**src/rtl/prq_pkg.sv**
```systemverilog
// Shared types and codes for the process ready queue.
// No dependencies; used by every module in rtl/ except prq_ram.
package prq_pkg;

  localparam int NUM_PROCS_DEF = 16;
  localparam int ID_W          = 4;
  localparam int OP_W          = 2;
  localparam int ST_W          = 2;
  localparam int CMDQ_DEPTH    = 2;
  localparam int CMDQ_PTR_W    = $clog2(CMDQ_DEPTH);
  localparam int CMDQ_CNT_W    = $clog2(CMDQ_DEPTH + 1);

  // input opcodes
  localparam logic [OP_W-1:0] OP_ENQ    = 2'd0;
  localparam logic [OP_W-1:0] OP_DEQ    = 2'd1;
  localparam logic [OP_W-1:0] OP_REM    = 2'd2;
  localparam logic [OP_W-1:0] OP_UNUSED = 2'd3;

  // result status
  localparam logic [ST_W-1:0] ST_OK        = 2'd0;
  localparam logic [ST_W-1:0] ST_EMPTY     = 2'd1;
  localparam logic [ST_W-1:0] ST_NOT_FOUND = 2'd2;
  localparam logic [ST_W-1:0] ST_QUEUED    = 2'd3;

  // command kinds after decode
  localparam logic [1:0] KIND_ENQ = 2'd0;
  localparam logic [1:0] KIND_DEQ = 2'd1;
  localparam logic [1:0] KIND_REM = 2'd2;
  localparam logic [1:0] KIND_NOP = 2'd3;

  typedef struct packed {
    logic [1:0]      kind;
    logic            id_ok;   // id below NUM_PROCS
    logic [ID_W-1:0] id;
  } prq_cmd_t;

endpackage

```
**src/rtl/process_ready_queue_core.sv**
```systemverilog
// Process ready queue top level: front decoder/command queue feeding the
// execution back end. Depends on prq_pkg, prq_front, prq_back, prq_ram.
//
//  channel | signals                               | direction
//  --------+---------------------------------------+----------
//  in      | in_valid, in_stall, opcode, proc_id   | request
//  out     | out_valid, out_stall, status, out_id, | response
//          | now_empty                             |
//
// Back end steps per transaction: enqueue, errors, unused opcode and popping
// the only entry finish in the idle state; dequeue or remove of the head
// otherwise go on to the pop state (one next-link RAM read); remove of any
// other entry walks the links from the head, then splices unless it is the tail.
// The front command queue holds two transactions, so input is taken while a
// result waits. Synchronous reset empties the queue and clears membership;
// the link RAM needs no clearing. out_stall holds the result register.
module process_ready_queue_core #(
  parameter int NUM_PROCS = prq_pkg::NUM_PROCS_DEF
) (
  input  logic                     clk,
  input  logic                     rst,
  input  logic                     in_valid,
  output logic                     in_stall,
  input  logic [prq_pkg::OP_W-1:0] opcode,
  input  logic [prq_pkg::ID_W-1:0] proc_id,
  output logic                     out_valid,
  input  logic                     out_stall,
  output logic [prq_pkg::ST_W-1:0] status,
  output logic [prq_pkg::ID_W-1:0] out_id,
  output logic                     now_empty
);
  import prq_pkg::*;

  logic     cmd_valid;
  logic     cmd_pop;
  prq_cmd_t cmd;

  prq_front #(
    .NUM_PROCS(NUM_PROCS)
  ) u_front (
    .clk      (clk),
    .rst      (rst),
    .in_valid (in_valid),
    .in_stall (in_stall),
    .opcode   (opcode),
    .proc_id  (proc_id),
    .cmd_valid(cmd_valid),
    .cmd      (cmd),
    .cmd_pop  (cmd_pop)
  );

  prq_back #(
    .NUM_PROCS(NUM_PROCS)
  ) u_back (
    .clk      (clk),
    .rst      (rst),
    .cmd_valid(cmd_valid),
    .cmd      (cmd),
    .cmd_pop  (cmd_pop),
    .out_valid(out_valid),
    .out_stall(out_stall),
    .status   (status),
    .out_id   (out_id),
    .now_empty(now_empty)
  );

endmodule

```
**src/rtl/prq_ram.sv**
```systemverilog
// Generic single-write, single-read RAM with registered read data.
// No dependencies.
module prq_ram #(
  parameter int WIDTH = 4,
  parameter int DEPTH = 16
) (
  input  logic                     clk,
  input  logic                     we,
  input  logic [$clog2(DEPTH)-1:0] waddr,
  input  logic [WIDTH-1:0]         wdata,
  input  logic [$clog2(DEPTH)-1:0] raddr,
  output logic [WIDTH-1:0]         rdata
);

  logic [WIDTH-1:0] mem [DEPTH];

  always_ff @(posedge clk) begin
    if (we) begin
      mem[waddr] <= wdata;
    end
    rdata <= mem[raddr];
  end

endmodule

```
**src/rtl/prq_front.sv**
```systemverilog
// Front end: accepts input transactions, decodes them into commands and
// holds them in a short command queue. Depends on prq_pkg.
module prq_front #(
  parameter int NUM_PROCS = 16
) (
  input  logic                           clk,
  input  logic                           rst,
  input  logic                           in_valid,
  output logic                           in_stall,
  input  logic [prq_pkg::OP_W-1:0]       opcode,
  input  logic [prq_pkg::ID_W-1:0]       proc_id,
  output logic                           cmd_valid,
  output prq_pkg::prq_cmd_t              cmd,
  input  logic                           cmd_pop
);
  import prq_pkg::*;

  prq_cmd_t              entries [CMDQ_DEPTH];
  logic [CMDQ_PTR_W-1:0] wr_ptr;
  logic [CMDQ_PTR_W-1:0] rd_ptr;
  logic [CMDQ_CNT_W-1:0] count;
  prq_cmd_t              decoded;
  logic                  push;

  always_comb begin
    decoded.id    = proc_id;
    decoded.id_ok = (32'(proc_id) < 32'(NUM_PROCS));
    unique case (opcode)
      OP_ENQ:  decoded.kind = KIND_ENQ;
      OP_DEQ:  decoded.kind = KIND_DEQ;
      OP_REM:  decoded.kind = KIND_REM;
      default: decoded.kind = KIND_NOP;
    endcase
  end

  assign in_stall  = (count == CMDQ_CNT_W'(CMDQ_DEPTH));
  assign push      = in_valid && !in_stall;
  assign cmd_valid = (count != '0);
  assign cmd       = entries[rd_ptr];

  always_ff @(posedge clk) begin
    if (push) begin
      entries[wr_ptr] <= decoded;
    end
  end

  always_ff @(posedge clk) begin
    if (rst) begin
      wr_ptr <= '0;
      rd_ptr <= '0;
      count  <= '0;
    end else begin
      if (push) begin
        wr_ptr <= wr_ptr + 1'b1;
      end
      if (cmd_pop) begin
        rd_ptr <= rd_ptr + 1'b1;
      end
      if (push && !cmd_pop) begin
        count <= count + 1'b1;
      end else if (!push && cmd_pop) begin
        count <= count - 1'b1;
      end
    end
  end

endmodule

```
**src/rtl/prq_back.sv**
```systemverilog
// Back end: executes queue commands against head/tail, membership bits and
// the next-link RAM, and holds the result register. Depends on prq_pkg, prq_ram.
module prq_back #(
  parameter int NUM_PROCS = 16
) (
  input  logic                     clk,
  input  logic                     rst,
  input  logic                     cmd_valid,
  input  prq_pkg::prq_cmd_t        cmd,
  output logic                     cmd_pop,
  output logic                     out_valid,
  input  logic                     out_stall,
  output logic [prq_pkg::ST_W-1:0] status,
  output logic [prq_pkg::ID_W-1:0] out_id,
  output logic                     now_empty
);
  import prq_pkg::*;

  localparam int AW = $clog2(NUM_PROCS);

  localparam logic [1:0] S_IDLE = 2'd0;
  localparam logic [1:0] S_POP  = 2'd1;
  localparam logic [1:0] S_WALK = 2'd2;
  localparam logic [1:0] S_FIX  = 2'd3;

  logic [1:0]           state, state_next;
  logic [ID_W-1:0]      head, head_next;
  logic [ID_W-1:0]      tail, tail_next;
  logic                 empty, empty_next;
  logic [NUM_PROCS-1:0] member, member_next;
  logic [ID_W-1:0]      cur, cur_next;
  logic [ID_W-1:0]      prev, prev_next;

  logic                 ram_we;
  logic [AW-1:0]        ram_waddr;
  logic [ID_W-1:0]      ram_wdata;
  logic [AW-1:0]        ram_raddr;
  logic [ID_W-1:0]      ram_rdata;

  logic                 slot_free;
  logic                 do_pop;
  logic                 res_load;
  logic [ST_W-1:0]      res_status;
  logic [ID_W-1:0]      res_id;

  prq_ram #(
    .WIDTH(ID_W),
    .DEPTH(NUM_PROCS)
  ) u_link_ram (
    .clk  (clk),
    .we   (ram_we),
    .waddr(ram_waddr),
    .wdata(ram_wdata),
    .raddr(ram_raddr),
    .rdata(ram_rdata)
  );

  // a multi-cycle command only starts with the result slot free, so it is
  // still free when that command finishes
  assign slot_free = !out_valid || !out_stall;

  always_comb begin
    state_next  = state;
    head_next   = head;
    tail_next   = tail;
    empty_next  = empty;
    member_next = member;
    cur_next    = cur;
    prev_next   = prev;
    cmd_pop     = 1'b0;
    ram_we      = 1'b0;
    ram_waddr   = AW'(tail);
    ram_wdata   = cmd.id;
    ram_raddr   = AW'(head);
    do_pop      = 1'b0;
    res_load    = 1'b0;
    res_status  = ST_OK;
    res_id      = '0;

    unique case (state)
      S_IDLE: begin
        if (cmd_valid && slot_free) begin
          cmd_pop  = 1'b1;
          cur_next = cmd.id;
          unique case (cmd.kind)
            KIND_ENQ: begin
              res_load = 1'b1;
              if (!cmd.id_ok) begin
                res_status = ST_NOT_FOUND;
              end else if (member[AW'(cmd.id)]) begin
                res_status = ST_QUEUED;
              end else begin
                if (empty) begin
                  head_next = cmd.id;
                end else begin
                  ram_we = 1'b1;
                end
                tail_next                = cmd.id;
                member_next[AW'(cmd.id)] = 1'b1;
                empty_next               = 1'b0;
                res_id                   = cmd.id;
              end
            end
            KIND_DEQ: begin
              if (empty) begin
                res_load   = 1'b1;
                res_status = ST_EMPTY;
              end else begin
                do_pop = 1'b1;
              end
            end
            KIND_REM: begin
              if (empty) begin
                res_load   = 1'b1;
                res_status = ST_EMPTY;
              end else if (!cmd.id_ok || !member[AW'(cmd.id)]) begin
                res_load   = 1'b1;
                res_status = ST_NOT_FOUND;
              end else if (head == cmd.id) begin
                do_pop = 1'b1;
              end else begin
                // walk from the head looking for the predecessor
                prev_next  = head;
                state_next = S_WALK;
              end
            end
            default: begin
              res_load = 1'b1;
            end
          endcase

          if (do_pop) begin
            member_next[AW'(head)] = 1'b0;
            if (head == tail) begin
              head_next  = '0;
              tail_next  = '0;
              empty_next = 1'b1;
              res_load   = 1'b1;
              res_id     = head;
            end else begin
              cur_next   = head;
              state_next = S_POP;
            end
          end
        end
      end
      S_POP: begin
        head_next  = ram_rdata;
        res_load   = 1'b1;
        res_id     = cur;
        state_next = S_IDLE;
      end
      S_WALK: begin
        if (ram_rdata == cur) begin
          member_next[AW'(cur)] = 1'b0;
          if (cur == tail) begin
            tail_next  = prev;
            res_load   = 1'b1;
            res_id     = cur;
            state_next = S_IDLE;
          end else begin
            ram_raddr  = AW'(cur);
            state_next = S_FIX;
          end
        end else if (ram_rdata == tail) begin
          res_load   = 1'b1;
          res_status = ST_NOT_FOUND;
          state_next = S_IDLE;
        end else begin
          prev_next = ram_rdata;
          ram_raddr = AW'(ram_rdata);
        end
      end
      S_FIX: begin
        // splice predecessor to the removed entry's successor
        ram_we     = 1'b1;
        ram_waddr  = AW'(prev);
        ram_wdata  = ram_rdata;
        res_load   = 1'b1;
        res_id     = cur;
        state_next = S_IDLE;
      end
      default: begin
        state_next = S_IDLE;
      end
    endcase
  end

  always_ff @(posedge clk) begin
    if (rst) begin
      state     <= S_IDLE;
      head      <= '0;
      tail      <= '0;
      empty     <= 1'b1;
      member    <= '0;
      out_valid <= 1'b0;
    end else begin
      state  <= state_next;
      head   <= head_next;
      tail   <= tail_next;
      empty  <= empty_next;
      member <= member_next;
      if (res_load) begin
        out_valid <= 1'b1;
      end else if (!out_stall) begin
        out_valid <= 1'b0;
      end
    end
  end

  always_ff @(posedge clk) begin
    cur  <= cur_next;
    prev <= prev_next;
    if (res_load) begin
      status    <= res_status;
      out_id    <= res_id;
      now_empty <= empty_next;
    end
  end

endmodule

```
**config.mk**
```make
export PLATFORM = sky130hd
export DESIGN_NAME = process_ready_queue_core
export DESIGN_NICKNAME = d
export VERILOG_FILES = /design/src/rtl/prq_pkg.sv /design/src/rtl/process_ready_queue_core.sv /design/src/rtl/prq_ram.sv /design/src/rtl/prq_front.sv /design/src/rtl/prq_back.sv
export SDC_FILE = /design/constraint.sdc
export NUM_CORES = 1
export LEC_CHECK = 0
export ABC_AREA = 1
export BUFFER_PORTS_ARGS = -buffer_cell sky130_fd_sc_hd__buf_2
export CELL_PAD_IN_SITES_DETAIL_PLACEMENT = 1
export CELL_PAD_IN_SITES_GLOBAL_PLACEMENT = 2
export CORE_UTILIZATION = 39
export DETAILED_ROUTE_END_ITERATION = 16
export PLACE_DENSITY = 0.87
export SLEW_MARGIN = 5
export SYNTH_ARGS = -nofsm -noshare
export SYNTH_HDL_FRONTEND = slang
export SYNTH_SLANG_ARGS = --single-unit
export TNS_END_PERCENT = 100
```
**constraint.sdc**
```tcl
create_clock -name clk -period 2.8 [get_ports clk]
set_clock_uncertainty 0.05 [all_clocks]
set_input_delay 0.14 -clock clk [delete_from_list [all_inputs] [get_ports clk]]
set_output_delay 0.14 -clock clk [all_outputs]
set_load 0.03 [all_outputs]
```
==> results.ini <==
[route]
wl_met2_um=11000
ant_nets=0
wl_per_cell_um=19.3
drt_iter0_drc=347
drt-pass1-iter-count=5
vias=6215
drcViolationCount=0
topRoutingLayerUsed=met4
m1WireLength_um=9280
routed_wl_um=22000
dr_wl_met3_um=939
via_per_inst=5.47

[cells_and_area]
fin_nets=919
layout_commonest_cell=nand2_1
area_growth_pct=19.2
finish.instance_area_mm2=0.00837
diodes=0
fillCellCount=2083
drive_above_1_share=0.160
layout_common_cells=nand2_1, inv_1, edfxtp_1
final_cells=1137

[synthesis]
syn_nets=874
synth_area_per_cell_um2=8.21
synth-seq-area-share=0.495
synth_cell_type_count=43
netlist_area_mm2=0.00702
syn_inst=855
yosys_warnings=0
ys_seq_elements=128

[global_route]
grt_usage=0.247
grt_pass1_wl_um=34000
grt_overflow=0
grt_antenna_before_repair=0
grt_pass1_vias=6427
grt_max_degree=65

[place]
dpl.hpwl_um=15600
dp_cells=1094
dpl_cell_area_mm2=0.00748
numPortBuffers=18
gp_congestion=0.906

[clocking]
cts_tree=done
clock_latency_ns=0.43
cts.sinks=128
cts_htree_levels=4
cts_buffer_depth=2
cts_root_buffer=clkbuf_16
clkTransAtPathRegs_ns=0.06
numCtsBuffers=17

[critical_path]
crit_path_end_kind=flip-flop
crit_path_top_delay_cell=dfxtp_1
crit_required_ns=2.87
path_cells=buf_4, nand2_4, nand2_4, buf_4, nand2_1, nand2_1, nand2_1, nand2_1, nand2_1, nand2_2, nor2_4, nor2_4, inv_2, nor2_4, nand2_2, a21oi_4, buf_12, nand3_4, nor2_4
cp_max_fo=10
critical_path_class=reg2reg
cpMostUsedCell=nand2_1
startpoint_type=flip-flop
cp_data_arrival_time_ns=2.71
cp_top_family=simple AND/OR/NAND/NOR gates
critPathBufInv=4
cpPeakStageDelay_ns=0.33

[floorplan]
die-area_mm2=0.0185
die_h_um=136
start_util=0.403
rows=48
die_x_um=136
core_mm2=0.0174
ios=19

[run_status]
status=complete, no violations

[power_and_ir_drop]
leakage_uw=0.00346
power.density_mw_per_mm2=1280
peakVddDrop_uv=719

[sta]
tns_ns=0
hold_viol=0
relSlewSlack=0.367
setup_viol=0
tightest_slew_ns=0.939
period_needed_ns=2.64
period_share=0.943
slew_violations=0
hold_ws_ns=0.191
fmax_mhz=379

[run]
maxCapViolCount=0

[hold_path]
hold_path_class=in2reg

-- final timing paths --
check                           slack [ns]            from  depth (start not counted)                           to
worst max-delay path                  0.16       flip-flop                         19  u_back.u_link_ram.mem[8][0]
worst min-delay path                  0.19        in_valid                          5               u_front.wr_ptr
worst max register to register        0.16       flip-flop                         19  u_back.u_link_ram.mem[8][0]
worst min register to register        0.43  u_front.rd_ptr                          2               u_front.rd_ptr
-- flip-flops by register name (all words and copies together) (netlist names), 4 cells and up, named ones only --
| signal | count |
|---|---|
| u_back.prev | 4 |
| u_back.cur | 4 |
| u_back.u_link_ram.rdata | 4 |
| u_back.head | 4 |
| u_back.tail | 4 |
| u_front.entries | 12 |
| u_back.member | 16 |
| u_back.out_id | 4 |
| u_back.u_link_ram.mem | 64 |
-- metrics by stage --
step	setup slack [ns]	total power (uW)	util
floorplan	0.238	6420	-
global placement	0.222	8010	0.430
detailed placement	0.0319	8210	0.430
CTS	0.00935	10600	0.469
global route	-0.0168	11400	0.481
finish	0.159	10700	0.481
-- metal layers --
metal  track usage  vias up
li1              -     2952
met1         0.298     3049
met2         0.429      154
met3        0.0466       60
met4         0.107        0
met5             0        -
-- cells in the mapped netlist (all sizes together) --
master	count	area (um^2)
dfxtp	37	741
nor4	1	6.26
nand3	50	295
mux2i	1	10.0
a21oi	86	449
or2	9	56.3
o211ai	34	260
o31ai	1	7.51
buf	17	100
o22ai	1	6.26
ha	9	113
edfxtp	91	2730
nand2	176	691
nor3b	1	7.51
inv	113	424
clkinv	1	3.75
nand4	5	37.5
o21ai	76	399
nor2	96	383
xnor2	3	26.3
a31oi	10	62.6
nand3b	2	15.0
xor2	12	105
clkbuf	21	78.8
nor3	2	10.0
-- power breakdown --
group	internal (uW)	switching, uW	leakage [uW]
clock	1410	886	0.000301
sequential	2590	400	0.00113
combinational	1660	3780	0.00203
total	5660	5070	0.00346
-- kinds of logic (layout without fill, tap and decap cells) --
| family | Yosys count | after routing | synth area share |
|---|---|---|---|
| buffers and inverters | 152 | 209 | 0.0864 |
| adder cells (fa/ha/maj) | 9 | 9 | 0.0160 |
| XOR/XNOR | 15 | 15 | 0.0187 |
| AO/OA/AOI/OAI | 208 | 208 | 0.169 |
| multiplexers | 1 | 1 | 0.00143 |
| AND/OR/NAND/NOR | 342 | 342 | 0.214 |
| flip-flops | 128 | 128 | 0.495 |
-- cell type report --
type                    count  area [um^2]  area share
clock inverters            14          178      0.0212
flip-flops and latches    128         3470       0.415
clock buffers              17          425      0.0508
repair buffers             64          480      0.0574
well taps                 225          282      0.0336
inverters                 114          428      0.0511
multi-input cells         575         3100       0.371
-- timing repair --
action / 4_1_cts / 5_1_grt
pin swaps: 0 / 3
resized for setup: 2 / 39
hold buffers: 8 / 0
endpoints found under the hold margin: 17 / 0
buffers inserted: 0 / 4
setup endpoints to repair: 8 / 65
-- tightest hold or removal path: cells and delay by family --
family,cells,cell delay (ns)
and+or+nand+nor,1,0.07
buffers and inverters,2,0.19
AOI/OAI and AO/OA,2,0.22
Note: power is estimated with default switching activity, not from simulation.
